**config.mk**
```make
export PLATFORM = sky130hd
export DESIGN_NAME = ascii_frame_parser
export DESIGN_NICKNAME = d
export VERILOG_FILES = /design/src/rtl/core/afp_pkg.sv /design/src/rtl/core/ascii_frame_parser.sv /design/src/rtl/core/afp_acc.sv /design/src/rtl/core/afp_ctrl.sv
export SDC_FILE = /design/constraint.sdc
export NUM_CORES = 1
export LEC_CHECK = 0
export ABC_AREA = 0
export ABC_CLOCK_PERIOD_IN_PS = 21700
export BUFFER_PORTS_ARGS = -buffer_cell sky130_fd_sc_hd__buf_2
export CAP_MARGIN = 20
export CELL_PAD_IN_SITES_DETAIL_PLACEMENT = 1
export CELL_PAD_IN_SITES_GLOBAL_PLACEMENT = 2
export CORE_MARGIN = 1.5
export CORE_UTILIZATION = 41
export DETAILED_ROUTE_END_ITERATION = 8
export GPL_TIMING_DRIVEN = 0
export PLACE_DENSITY = 0.88
export REMOVE_ABC_BUFFERS = 1
export SLEW_MARGIN = 20
export SYNTH_ARGS = -nofsm -noshare
export SYNTH_HDL_FRONTEND = slang
export SYNTH_HIERARCHICAL = 1
export SYNTH_SLANG_ARGS = --single-unit
```
**constraint.sdc**
```tcl
create_clock -name clk -period 21.7 [get_ports clk]
set_clock_uncertainty 0.15 [all_clocks]
set_input_delay 2.17 -clock clk [delete_from_list [all_inputs] [get_ports clk]]
set_output_delay 2.17 -clock clk [all_outputs]
set_load 0.005 [all_outputs]
```
**src/rtl/core/afp_pkg.sv**
```systemverilog
package afp_pkg;

	localparam int unsigned LEN_DIGITS   = 2;
	localparam int unsigned CHECK_DIGITS = 2;

	localparam logic [7:0] CH_START = 8'h7E;
	localparam logic [7:0] CH_ZERO  = 8'h30;
	localparam logic [7:0] CH_NINE  = 8'h39;
	localparam logic [7:0] CH_LF    = 8'h0A;
	localparam logic [7:0] CH_CR    = 8'h0D;

	typedef enum logic [2:0] {
		PH_IDLE,
		PH_FUNC,
		PH_LEN,
		PH_DATA,
		PH_CHECK,
		PH_END
	} phase_t;

	typedef enum logic [2:0] {
		ST_OK       = 3'd0,
		ST_NOSTART  = 3'd1,
		ST_CHECKSUM = 3'd2,
		ST_NOSTOP   = 3'd3,
		ST_BADLEN   = 3'd4
	} status_t;

	// accumulator controls from the sequencer
	typedef struct packed {
		logic clear;
		logic data_en;
		logic check_en;
	} acc_ctl_t;

	// result request from the sequencer
	typedef struct packed {
		logic    valid;
		status_t status;
		logic    zero_meta;
		logic    zero_data;
	} emit_t;

endpackage

```
**src/rtl/core/ascii_frame_parser.sv**
```systemverilog
// A transferred byte is parsed from the input register; a status it causes
// is registered in the result register and presented until taken.
// Throughput: one byte per cycle unless a status waits under out_stall; the
// input and result registers let a new byte enter while a status waits.
// Reset (arst_n low, asynchronous): parser idle awaiting '~', both registers empty.
module ascii_frame_parser (
	input  logic        clk,
	input  logic        arst_n,
	input  logic        in_valid,
	output logic        in_stall,
	input  logic [7:0]  rx_byte,
	output logic        out_valid,
	input  logic        out_stall,
	output logic [2:0]  status,
	output logic [15:0] func_code,
	output logic [6:0]  data_length,
	output logic [31:0] data_value,
	output logic [31:0] sum_computed
);
	import afp_pkg::*;

	// input register stage
	logic        valid_s1;
	logic [7:0]  byte_s1;
	// result register
	logic        out_valid_q;
	logic [2:0]  status_q;
	logic [15:0] func_out_q;
	logic [6:0]  length_out_q;
	logic [31:0] value_out_q;
	logic [31:0] sum_out_q;

	logic        advance;
	logic        step;
	acc_ctl_t    acc_ctl;
	emit_t       emit;
	logic [15:0] func_q;
	logic [6:0]  length_q;
	logic [31:0] value_acc;
	logic [31:0] sum_acc;
	logic        mismatch;

	// The stage-1 byte may move on whenever the result register is free or
	// being drained this cycle; bytes that give no status move on the same way.
	assign advance  = !out_valid_q || !out_stall;
	assign step     = valid_s1 && advance;
	assign in_stall = valid_s1 && !advance;

	always_ff @(posedge clk or negedge arst_n) begin
		if (!arst_n) begin
			valid_s1 <= 1'b0;
		end else if (!in_stall) begin
			valid_s1 <= in_valid;
		end
	end

	// hold the byte while stalled; load on every transfer
	always_ff @(posedge clk) begin
		if (in_valid && !in_stall) begin
			byte_s1 <= rx_byte;
		end
	end

	afp_ctrl u_ctrl (
		.clk      (clk),
		.arst_n   (arst_n),
		.step     (step),
		.rx_byte  (byte_s1),
		.mismatch (mismatch),
		.acc_ctl  (acc_ctl),
		.emit     (emit),
		.func_q   (func_q),
		.length_q (length_q)
	);

	afp_acc u_acc (
		.clk       (clk),
		.arst_n    (arst_n),
		.rx_byte   (byte_s1),
		.ctl       (acc_ctl),
		.value_acc (value_acc),
		.sum_acc   (sum_acc),
		.mismatch  (mismatch)
	);

	// result valid: set on a parsed status, drop once taken
	always_ff @(posedge clk or negedge arst_n) begin
		if (!arst_n) begin
			out_valid_q <= 1'b0;
		end else if (step && emit.valid) begin
			out_valid_q <= 1'b1;
		end else if (!out_stall) begin
			out_valid_q <= 1'b0;
		end
	end

	// result payload; no-start clears the frame fields, bad length the data fields
	always_ff @(posedge clk) begin
		if (step && emit.valid) begin
			status_q     <= emit.status;
			func_out_q   <= emit.zero_meta ? 16'd0 : func_q;
			length_out_q <= emit.zero_meta ? 7'd0 : length_q;
			value_out_q  <= emit.zero_data ? 32'd0 : value_acc;
			sum_out_q    <= emit.zero_data ? 32'd0 : sum_acc;
		end
	end

	assign out_valid    = out_valid_q;
	assign status       = status_q;
	assign func_code    = func_out_q;
	assign data_length  = length_out_q;
	assign data_value   = value_out_q;
	assign sum_computed = sum_out_q;

	// a parsed status always lands in the result register
	a_emit_lands: assert property (@(posedge clk) disable iff (!arst_n)
		step && emit.valid |=> out_valid)
		else $error("parsed status not presented");

	// stage 1 only pushes back while it holds a byte
	a_stall_full: assert property (@(posedge clk) disable iff (!arst_n)
		in_stall |-> valid_s1)
		else $error("input stalled with empty stage");

	// a no-start status carries no frame contents
	a_nostart_zero: assert property (@(posedge clk) disable iff (!arst_n)
		out_valid && status == ST_NOSTART |->
		func_code == 16'd0 && data_length == 7'd0 && data_value == 32'd0
		&& sum_computed == 32'd0)
		else $error("no-start status with frame fields");

endmodule

```
**src/rtl/core/afp_acc.sv**
```systemverilog
module afp_acc (
	input  logic               clk,
	input  logic               arst_n,
	input  logic [7:0]         rx_byte,
	input  afp_pkg::acc_ctl_t  ctl,
	output logic [31:0]        value_acc,
	output logic [31:0]        sum_acc,
	output logic               mismatch
);
	import afp_pkg::*;

	logic [31:0] value_q;
	logic [31:0] sum_q;
	logic [31:0] chk_q;
	logic [31:0] digit;
	logic [31:0] value_next;
	logic [31:0] chk_next;

	// digit value wraps modulo 2^32 for bytes below '0'
	assign digit      = {24'd0, rx_byte} - {24'd0, CH_ZERO};
	assign value_next = (value_q << 3) + (value_q << 1) + digit;
	assign chk_next   = (chk_q << 3) + (chk_q << 1) + digit;
	assign mismatch   = (chk_next != sum_q);

	always_ff @(posedge clk or negedge arst_n) begin
		if (!arst_n) begin
			value_q <= '0;
			sum_q   <= '0;
			chk_q   <= '0;
		end else if (ctl.clear) begin
			value_q <= '0;
			sum_q   <= '0;
			chk_q   <= '0;
		end else begin
			if (ctl.data_en) begin
				value_q <= value_next;
				sum_q   <= sum_q + digit;
			end
			if (ctl.check_en) begin
				chk_q <= chk_next;
			end
		end
	end

	assign value_acc = value_q;
	assign sum_acc   = sum_q;

endmodule

```
**src/rtl/core/afp_ctrl.sv**
```systemverilog
module afp_ctrl (
	input  logic               clk,
	input  logic               arst_n,
	input  logic               step,
	input  logic [7:0]         rx_byte,
	input  logic               mismatch,
	output afp_pkg::acc_ctl_t  acc_ctl,
	output afp_pkg::emit_t     emit,
	output logic [15:0]        func_q,
	output logic [6:0]         length_q
);
	import afp_pkg::*;

	phase_t      phase_q;
	phase_t      phase_d;
	logic [6:0]  cnt_q;
	logic [6:0]  cnt_d;
	logic [6:0]  cnt_inc;
	logic [6:0]  len_d;
	logic [6:0]  len_next;
	logic [15:0] func_d;
	logic        bad_end_q;
	logic        bad_end_d;
	logic        is_digit;
	logic [10:0] len_wide;

	assign is_digit = (rx_byte >= CH_ZERO) && (rx_byte <= CH_NINE);
	assign cnt_inc  = cnt_q + 7'd1;
	assign len_wide = ({4'd0, length_q} << 3) + ({4'd0, length_q} << 1)
		+ {3'd0, rx_byte - CH_ZERO};
	assign len_next = len_wide[6:0];

	// next state
	always_comb begin
		phase_d   = phase_q;
		cnt_d     = cnt_q;
		len_d     = length_q;
		func_d    = func_q;
		bad_end_d = bad_end_q;
		unique case (phase_q)
			PH_IDLE: begin
				cnt_d = '0;
				if (rx_byte == CH_START) begin
					phase_d = PH_FUNC;
					len_d   = '0;
					func_d  = '0;
				end
			end
			PH_FUNC: begin
				if (cnt_q == 7'd0) begin
					func_d = {rx_byte, 8'd0};
					cnt_d  = 7'd1;
				end else begin
					func_d  = {func_q[15:8], rx_byte};
					cnt_d   = '0;
					phase_d = PH_LEN;
				end
			end
			PH_LEN: begin
				if (!is_digit) begin
					phase_d = PH_IDLE;
					cnt_d   = '0;
				end else begin
					len_d = len_next;
					cnt_d = cnt_inc;
					if (cnt_inc >= 7'(LEN_DIGITS)) begin
						cnt_d   = '0;
						phase_d = (len_next == 7'd0) ? PH_CHECK : PH_DATA;
					end
				end
			end
			PH_DATA: begin
				cnt_d = cnt_inc;
				if (cnt_inc >= length_q) begin
					cnt_d   = '0;
					phase_d = PH_CHECK;
				end
			end
			PH_CHECK: begin
				cnt_d = cnt_inc;
				if (cnt_inc >= 7'(CHECK_DIGITS)) begin
					cnt_d   = '0;
					phase_d = mismatch ? PH_IDLE : PH_END;
				end
			end
			PH_END: begin
				if (cnt_q == 7'd0) begin
					bad_end_d = (rx_byte != CH_LF);
					cnt_d     = 7'd1;
				end else begin
					cnt_d   = '0;
					phase_d = PH_IDLE;
				end
			end
			default: begin
				phase_d = PH_IDLE;
				cnt_d   = '0;
			end
		endcase
	end

	// outputs
	always_comb begin
		acc_ctl.clear    = step && (phase_q == PH_IDLE) && (rx_byte == CH_START);
		acc_ctl.data_en  = step && (phase_q == PH_DATA);
		acc_ctl.check_en = step && (phase_q == PH_CHECK);
		emit.valid     = 1'b0;
		emit.status    = ST_OK;
		emit.zero_meta = 1'b0;
		emit.zero_data = 1'b0;
		unique case (phase_q)
			PH_IDLE: begin
				if (rx_byte != CH_START) begin
					emit.valid     = 1'b1;
					emit.status    = ST_NOSTART;
					emit.zero_meta = 1'b1;
					emit.zero_data = 1'b1;
				end
			end
			PH_LEN: begin
				if (!is_digit) begin
					emit.valid     = 1'b1;
					emit.status    = ST_BADLEN;
					emit.zero_data = 1'b1;
				end
			end
			PH_CHECK: begin
				if (cnt_inc >= 7'(CHECK_DIGITS) && mismatch) begin
					emit.valid  = 1'b1;
					emit.status = ST_CHECKSUM;
				end
			end
			PH_END: begin
				if (cnt_q != 7'd0) begin
					emit.valid  = 1'b1;
					emit.status = (bad_end_q || rx_byte != CH_CR) ? ST_NOSTOP : ST_OK;
				end
			end
			default: begin
				emit.valid = 1'b0;
			end
		endcase
	end

	always_ff @(posedge clk or negedge arst_n) begin
		if (!arst_n) begin
			phase_q   <= PH_IDLE;
			cnt_q     <= '0;
			length_q  <= '0;
			func_q    <= '0;
			bad_end_q <= 1'b0;
		end else if (step) begin
			phase_q   <= phase_d;
			cnt_q     <= cnt_d;
			length_q  <= len_d;
			func_q    <= func_d;
			bad_end_q <= bad_end_d;
		end
	end

endmodule

```
# == Word level (Yosys, flattened, before mapping) ==
# Index checks and enable logic that the tools add are counted.
# classes
n_addsub,10
order_cmp,4
eq_ne,19
n_mux,39
n_reduce_logical,30
# op_table
cell,n
adder 32 bit,5
2-to-1 mux 32 bit,4
2-to-1 mux 31 bit,2
2-to-1 mux 7 bit,5
2-to-1 mux 16 bit,2
!= test 32 bit,1
case mux 16 bit (2 select lines),1
case mux 7 bit (4 select lines),1
2-to-1 mux 3 bit,9
case mux 3 bit (6 select lines),1
"!= test 8 x 4 -> 1 bit, second input constant",2
adder 7 bit,2
logical NOT 7 bit,2
case mux 7 bit (2 select lines),1
2-to-1 mux 4 bit,3
"!= test 2 x 1 -> 1 bit, second input constant",6
case mux 3 bit (4 select lines),1
logical AND 1 bit,10
"subtractor 8 x 6 -> 9 bit, second input constant",1
"== test 8 x 7 -> 1 bit, second input constant",1
"greater-or-equal comparator 8 x 6 -> 1 bit, second input constant",1
"less-or-equal comparator 8 x 6 -> 1 bit, second input constant",1
"!= test 8 x 7 -> 1 bit, second input constant",1
AND reduction 4 bit,2
22 further kinds,37
# word_totals
ff_bits,229
inputBits,12

# == Depth between registers and ports, before layout ==
# Gate-level depths: netlist of run 1.
# depth
word_depth,8
ltp_mapped,21

# == Hierarchy ==
# Netlist of run 1, hierarchy kept.
# modules_own_cells
mod,instances,cells_per_inst,area_per_inst_um2,seq_area_each_um2
afp_acc,1,1154,10516.3,2377.3
ascii_frame_parser,1,205,3827.4,2992.9
afp_ctrl,1,272,2416.1,850.8

# == Worst setup path after synthesis of run 1 ==
# No wires, ideal clock.
# synth_path
path_type,reg-to-reg
start,reg byte_s1[4]
end,reg length_out_q[0] (netlist: data_length[0]) (enable)
arrival_time_ns,14.775
path_slack_ns,6.207
path_stages_with_launch,21
synth_period_minus_slack_ns,15.493
path_cell_list,edfxtp_1 > ha_1 > nor3_1 > inv_1 > fa_1 > inv_1 > ha_1 > a21oi_1 > o22ai_2 > nand3_1 > a31o_2 > o21a_1 > o21ai_1 > or4_1 > nand4_1 > xnor2_1 > nand4_1 > nand4b_1 > nand3_1 > nand2_1 > a21oi_1
# synth_rtl
item,line,rtl
from (decl),ascii_frame_parser.sv:24,logic [7:0] byte_s1;
from (signal assigned),ascii_frame_parser.sv:60,byte_s1 <= rx_byte;
to (signal assigned),ascii_frame_parser.sv:102,length_out_q <= emit.zero_meta ? 7'd0 : length_q;
to (decl),ascii_frame_parser.sv:29,logic [6:0] length_out_q;

==> metrics, run 1 <==
cell with the most instances after synthesis nor2_1; Yosys reg bits 229; WS Path Type register to register; Resize count post-CTS 0; root buffer cell clkbuf_16; CP max FO 25; initial DRC count 673; via-per-instance ratio 5.62; n_diodes 0; synth top area cells dfrtp_1 (20%), edfxtp_1 (18%), ha_1 (8.4%); final antenna-violating net count 0; routability congestion estimate 0.897; status finished clean; Top Ports 104; Hold Fails Final Rpt 0; syn avg cell area 10.3 sq um; max-slew violations 0; Routed WL 46.6 mm; clk_lat worst skew 0.57 ns; most frequent cells after synthesis nor2_1 (153), dfrtp_1 (131), ha_1 (113); DP Cell Count 2220; CP Launch Type register; Synth Flop Type dfrtp_1; Inserted Clock Buffers 28; met3 wire length 1.63 mm; fin crit period 7.14 ns; WL met1 20.7 mm; GRT Total Usage 22.5%; routed wl met2 23.1 mm; global-route wire length before repair 74.9 mm; DRC viols 0; total gr overflow 0; PortBufs 103; Max Cap Viol 0; fillers 4461; initial core utilization 41.9%; Arr. time, crit path 7.31 ns; cts hold-fix bufs 0; Netlist Area Pre-Place 16800 sq um; cell taking the most area after synthesis dfrtp_1; TritonRoute pass-1 iters 5; WP data required 21.87 ns; Die H 205 um; worst setup margin 14.56 ns; layout cells sized above 1 15.7%; std cell rows 73; Final nets 1914; Netlist cell types 106; core area 40000 sq um; WHS Path Cells 2; Final setup viols 0; routed vias 12773; Peak Freq 140 MHz; initial antenna violation count 0; # H-tree levels 1; largest net degree at the start of global routing 88; post-DP HPWL 34.8 mm; clk buf depth 3; Final Cycle Share 32.9%; worst reg-to-reg path cell count 24; DR WL/cell 20.5 um; share of the synthesized area in the top cell type 19.6%; number of global-route vias before repair 13584; Cells after Synth 1631; DR top layer met4; Hold WC Path Type register to register; CTS clock-pin slew for the worst setup and hold paths 0.06 ns; RSZ-0062 raised after global routing false; EDFF count, synth 98; sequential-to-total area share from yosys stat 37.1%; Slew Limit Headroom 46.4%; Die Width 205 um; die area 42100 sq um; Setup WS pre-CTS 14.62 ns; # clock sinks 229; Crit. End Element register; Area Overhead vs Synth 12.9%; post-CTS setup repair buffer count 0; Yosys warning total 6; CTS tree yes; final non-filler cell total 2273; Worst Max-Slew Pin Slew 0.804 ns; Async SR Flop Fraction 57.2%
## per-layer routing
layer / vias to the layer above / GRT usage [%]
li1: 6046 / -
met1: 6458 / 29.3
met2: 210 / 39.2
met3: 59 / 3.25
met4: 0 / 5.76
met5: - / 0
## registers in the layout, summed over array words and instances (netlist names), 7 cells and up
name,flops
data_value,32
sum_computed,32
u_acc/sum_acc,32
u_acc/value_acc,32
u_acc/chk_q,31
func_code,16
u_ctrl/func_q,16
byte_s1,8
data_length,7
u_ctrl/cnt_q,7
u_ctrl/length_q,7
## worst max-delay path: stages (launching register included)
cell and delay, ns:
edfxtp_1 0.54, ha_1 0.30, nor3_2 0.48, buf_4 0.30
buf_4 0.21, buf_4 0.21, buf_6 0.16, fa_1 0.43
ha_1 0.41, a21oi_1 0.21, nor3b_1 0.20, a31o_2 0.30
xnor3_1 0.27, a211o_1 0.32, a2111oi_4 0.27, nand4_1 0.22
nor4b_2 0.26, nand4_1 0.36, nand4b_1 0.26, nand3_1 0.12
nand2_1 0.17, a21oi_4 0.10, buf_16 0.19, buf_16 0.17
buf_16 0.18
## stage by stage
step | instance area [sq um] | hold WS [ns] | util (%) | setup TNS (ns)
after floorplan | 16400 | 0.281 | - | 0
after global placement | 17600 | 0.294 | 44.0 | -149.71
after detailed placement | 18000 | 0.302 | 45.1 | 0
after CTS | 18900 | 0.320 | 47.3 | 0
after global routing | 18900 | 0.346 | 47.3 | 0
final | 18900 | 0.318 | 47.3 | 0
## logic make-up (layout without fill, tap and decap cells)
| family | count (synthesis) | in the layout | synth area share [%] |
|---|---|---|---|
| simple gates | 553 | 553 | 18.0 |
| compound gates | 342 | 342 | 14.3 |
| flops | 229 | 229 | 37.1 |
| fa+ha+maj | 176 | 176 | 16.0 |
| buf+inv | 140 | 257 | 3.73 |
| xor+xnor | 109 | 109 | 5.95 |
| mux | 82 | 82 | 4.93 |
## cell usage in the layout, fill, tap and decap left out, drive strengths merged, types with 14 or more instances in the layout
| master | instances |
|---|---|
| inv | 77 |
| o21ai | 52 |
| o21bai | 14 |
| a21o | 39 |
| nor2 | 154 |
| a211oi | 21 |
| ha | 113 |
| xor2 | 31 |
| edfxtp | 98 |
| nor3 | 38 |
| buf | 127 |
| mux2i | 77 |
| nand4 | 15 |
| nor2b | 108 |
| clkbuf | 39 |
| xnor2 | 75 |
| nand3 | 45 |
| nand2b | 18 |
| a21oi | 97 |
| dfrtp | 131 |
| nand2 | 88 |
| fa | 63 |
## worst paths after layout
kind                                               start                        endpoint  slack [ns]
setup / recovery                    byte_s1[4]$_DFFE_PP_  sum_computed[18]$_SDFFCE_PP0P_       14.56
hold / removal             u_ctrl/func_q[11]$_DFFE_PN0P_   u_ctrl/func_q[11]$_DFFE_PN0P_        0.32
setup reg to reg                    byte_s1[4]$_DFFE_PP_  sum_computed[18]$_SDFFCE_PP0P_       14.56
hold reg to reg            u_ctrl/func_q[11]$_DFFE_PN0P_   u_ctrl/func_q[11]$_DFFE_PN0P_        0.32
max in group asynchronous                         arst_n   u_acc/sum_acc[26]$_DFFE_PN0P_       19.22
min in group asynchronous                         arst_n     u_ctrl/cnt_q[5]$_DFFE_PN0P_        1.35
## cell type report
cell class                      instances  area [sq um]  area share, %
Inverter                               78           295           1.56
Clock buffer                           39           773           4.08
Clock inverter                         13           113          0.595
Sequential cell                       229          6220           32.9
Timing Repair Buffer                  127           923           4.88
Multi-Input combinational cell       1262          9950           52.5
Tap cell                              525           657           3.47
Power of run 1 is not shown: default switching activity piles up to over one toggle a cycle in this logic, so the estimate is an artifact.
==> inputs of run 2 (changes only) <==
--- a/config.mk
+++ b/config.mk
@@ -5,14 +5,14 @@
 export SDC_FILE = /design/constraint.sdc
 export NUM_CORES = 1
 export LEC_CHECK = 0
-export ABC_AREA = 0
-export ABC_CLOCK_PERIOD_IN_PS = 21700
+export ABC_AREA = 1
+export ABC_CLOCK_PERIOD_IN_PS = 7450
 export BUFFER_PORTS_ARGS = -buffer_cell sky130_fd_sc_hd__buf_2
 export CAP_MARGIN = 20
 export CELL_PAD_IN_SITES_DETAIL_PLACEMENT = 1
 export CELL_PAD_IN_SITES_GLOBAL_PLACEMENT = 2
 export CORE_MARGIN = 1.5
-export CORE_UTILIZATION = 41
+export CORE_UTILIZATION = 37
 export DETAILED_ROUTE_END_ITERATION = 8
 export GPL_TIMING_DRIVEN = 0
 export PLACE_DENSITY = 0.88
==> constraint.sdc (replaced) <==
create_clock -name clk -period 7.45 [get_ports clk]
set_clock_uncertainty 0.15 [all_clocks]
set_input_delay 0.745 -clock clk [delete_from_list [all_inputs] [get_ports clk]]
set_output_delay 0.745 -clock clk [all_outputs]
set_load 0.005 [all_outputs]
==> run 2 against run 1 <==
  * Routed wire length up 15%
  * Synthesized cell count increased by 38%
  * Critical path depth rose by 5
  * Non-clock buffer count decreased by 14
  * Critical endpoint is now sum_computed[27]$_SDFFCE_PP0P_
  * Clock-buffer cell count down 8
  * Fmax up 6.4%
  * Cell count increased by 32%
  * Die area is 14% higher
  * Sequential cell count stayed put
  * Setup slack got worse by 14 ns
  * Area after synthesis increased by 3.3%
  * Highest routed layer unchanged
==> metrics, run 2 <==
status finished clean (unchanged); layout cells sized above 1 9.74% (was 15.7%); most common cell after layout, fill and taps aside nand2_1 (was nor2_1); syn avg cell area 7.67 sq um (was 10.3 sq um); Hold WC Path Type input port to register (was register to register); die area 48100 sq um (was 42100 sq um); Netlist Area Pre-Place 17300 sq um (was 16800 sq um); DR WL/cell 17.8 um (was 20.5 um); Async SR Flop Fraction 57.2% (unchanged); root buffer cell clkbuf_16 (unchanged); initial antenna violation count 0 (unchanged); Worst Max-Slew Pin Slew 1.12 ns (was 0.804 ns); RSZ-0062 raised after global routing false (unchanged); Crit. End Element register (unchanged); crit-path most repeated cell nand2_1; # H-tree levels 1 (unchanged); synth top area cells dfrtp_1 (19%), edfxtp_1 (17%), nand2_1 (13%) (was dfrtp_1 (20%), edfxtp_1 (18%), ha_1 (8.4%)); post-CTS setup repair buffer count 0 (unchanged); Yosys warning total 6 (unchanged); sequential-to-total area share from yosys stat 35.9% (was 37.1%); CP Launch Type register (unchanged); Overall Power 9600 uW; Peak Freq 149 MHz (was 140 MHz); via-per-instance ratio 5.06 (was 5.62); Resize count post-CTS 0 (unchanged); Top Ports 104 (unchanged); DRC viols 0 (unchanged); cts hold-fix bufs 1 (was 0); global routing's busiest layer met2 (unchanged); number of global-route vias before repair 15929 (was 13584); core area 46400 sq um (was 40000 sq um); Area Overhead vs Synth 13.4% (was 12.9%); Final setup viols 0 (unchanged); PortBufs 103 (unchanged); Flop pwr share 24.6%; Yosys reg bits 229 (unchanged); initial core utilization 37.4% (was 41.9%); Clk network pwr share 15.3%; Die H 219 um (was 205 um); Hold Fails Final Rpt 0 (unchanged); Max Cap Viol 0 (unchanged); final non-filler cell total 2998 (was 2273); CP max FO 41 (was 25); GRT Total Usage 22.8% (was 22.5%); cell taking the most area after synthesis dfrtp_1 (unchanged); Routed WL 53.5 mm (was 46.6 mm); Storage cell area 6220 sq um (unchanged); final antenna-violating net count 0 (unchanged); Int Pwr 4740 uW; fillers 5699 (was 4461); clk_lat worst skew 0.58 ns (was 0.57 ns); Netlist cell types 54 (was 106); routability congestion estimate 0.885 (was 0.897); CTS tree yes (unchanged); Cells after Synth 2258 (was 1631); footprint of the multi-input gates 9510 sq um (was 9950 sq um); Psw 4860 uW; maximum vdd drop 0.230 mV; EDFF count, synth 98 (unchanged); met3 Usage GRT 2.51% (was 3.25%); met1 usage 30.9% (was 29.3%); max-slew violations 0 (unchanged); Final Cycle Share 90.1% (was 32.9%); routed vias 15160 (was 12773); cell with the most instances after synthesis nand2_1 (was nor2_1); n_diodes 0 (unchanged); largest net degree at the start of global routing 87 (was 88); fin crit period 6.71 ns (was 7.14 ns); CTS clock-pin slew for the worst setup and hold paths 0.06 ns (about the same); # clock sinks 229 (unchanged); most frequent cells in the layout nand2_1 (578), inv_1 (369), nor2_1 (232), nand3_1 (141), o21ai_0 (134) (was nor2_1 (151), dfrtp_1 (131), ha_1 (113), buf_2 (103), edfxtp_1 (98)); clk buf depth 3 (unchanged); critical path's slowest cell edfxtp_1 (unchanged); Sw Share 50.6%; Inserted Clock Buffers 28 (unchanged); WS Path Type register to register (unchanged); Buf+Inv Stages, Crit Path 8 (was 7); combinational power share 60.1%; DP Cell Count 2945 (was 2220); Final nets 2557 (was 1914); Arr. time, crit path 6.83 ns (was 7.31 ns); fin util 42.4% (was 47.3%); Die Width 219 um (was 205 um); post-DP HPWL 42.0 mm (was 34.8 mm); leakage power 0.00986 uW; met2 usage in global routing 38.8% (was 39.2%); family with the most delay on the worst path simple AND/OR/NAND/NOR gates (unchanged); Synth Flop Type dfrtp_1 (unchanged); total gr overflow 0 (unchanged); std cell rows 79 (was 73); share of the synthesized area in the top cell type 18.9% (was 19.6%); WP data required 7.57 ns (was 21.87 ns); TritonRoute pass-1 iters 4 (was 5); Slew Limit Headroom 25.6% (was 46.4%); initial DRC count 742 (was 673); most frequent cells after synthesis nand2_1 (579), inv_1 (371), nor2_1 (236) (was nor2_1 (153), dfrtp_1 (131), ha_1 (113)); Critical Path Max Stage Delay 0.55 ns (was 0.54 ns); Pwr Density 489 nW/um^2; global-route wire length before repair 86.6 mm (was 74.9 mm)
[run 2: final cells by class]
cell class / instances / area share [%]
Clock inverter: 21 / 1.34
Inverter: 378 / 7.25
Timing Repair Buffer: 113 / 3.81
Multi-Input combinational cell: 1619 / 48.4
Sequential cell: 229 / 31.7
Clock buffer: 31 / 3.68
Tap cell: 607 / 3.87
[run 2: power by group through the flow]
| stage | Sequential [uW] | Combinational (uW) | Clock, uW |
|---|---|---|---|
| final | 2360 | 5770 | 1470 |
| after global routing | 2440 | 6550 | 1560 |
| after CTS | 2380 | 5790 | 1510 |
| after detailed placement | 2400 | 5740 | 0 |
| after global placement | 2420 | 5430 | 0 |
| after floorplan | 2270 | 4000 | 0 |
[run 2: final timing paths]
path	startpoint	to	slack [ns]	cells past startpoint
hold reg to reg	u_ctrl/func_q[9]$_DFFE_PN0P_	u_ctrl/func_q[9]$_DFFE_PN0P_	0.33	2
max in group asynchronous	arst_n	u_acc/chk_q[15]$_DFFE_PN0P_	5.80	3
hold / removal	rx_byte[3]	byte_s1[3]$_DFFE_PP_	0.21	1
min in group asynchronous	arst_n	u_ctrl/length_q[4]$_DFFE_PN0P_	0.50	2
setup reg to reg	byte_s1[4]$_DFFE_PP_	sum_computed[27]$_SDFFCE_PP0P_	0.74	29
setup / recovery	byte_s1[4]$_DFFE_PP_	sum_computed[27]$_SDFFCE_PP0P_	0.74	29
[run 2: per-layer routing]
metal  up-vias  part of all wire (%)
li1       7515                     -
met1      7379                    47
met2       212                    48
met3        54                   3.3
met4         0                   2.0
met5         -                     0
[run 2: logic make-up (layout without fill, tap and decap cells)]
family	after synthesis	count (layout)	synth area share [%]
AO/OA/AOI/OAI	360	360	11.8
flip-flops	229	229	35.9
adder cells (fa/ha/maj)	176	176	15.4
buffers and inverters	410	543	9.38
AND/OR/NAND/NOR	1056	1056	25.9
XOR/XNOR	27	27	1.53
[run 2: metrics by stage]
step	hold slack (ns)	worst slack [ns]	TNS [ns]	cell area (sq um)
after floorplan	0.292	-1.80	-162.38	17100
after global placement	0.309	-5.91	-531.15	18400
after detailed placement	0.319	0.705	0	18600
after CTS	0.173	0.659	0	19600
after global routing	0.183	0.304	0	19600
final	0.208	0.739	0	19600
Note: power is estimated with default switching activity, not from simulation.
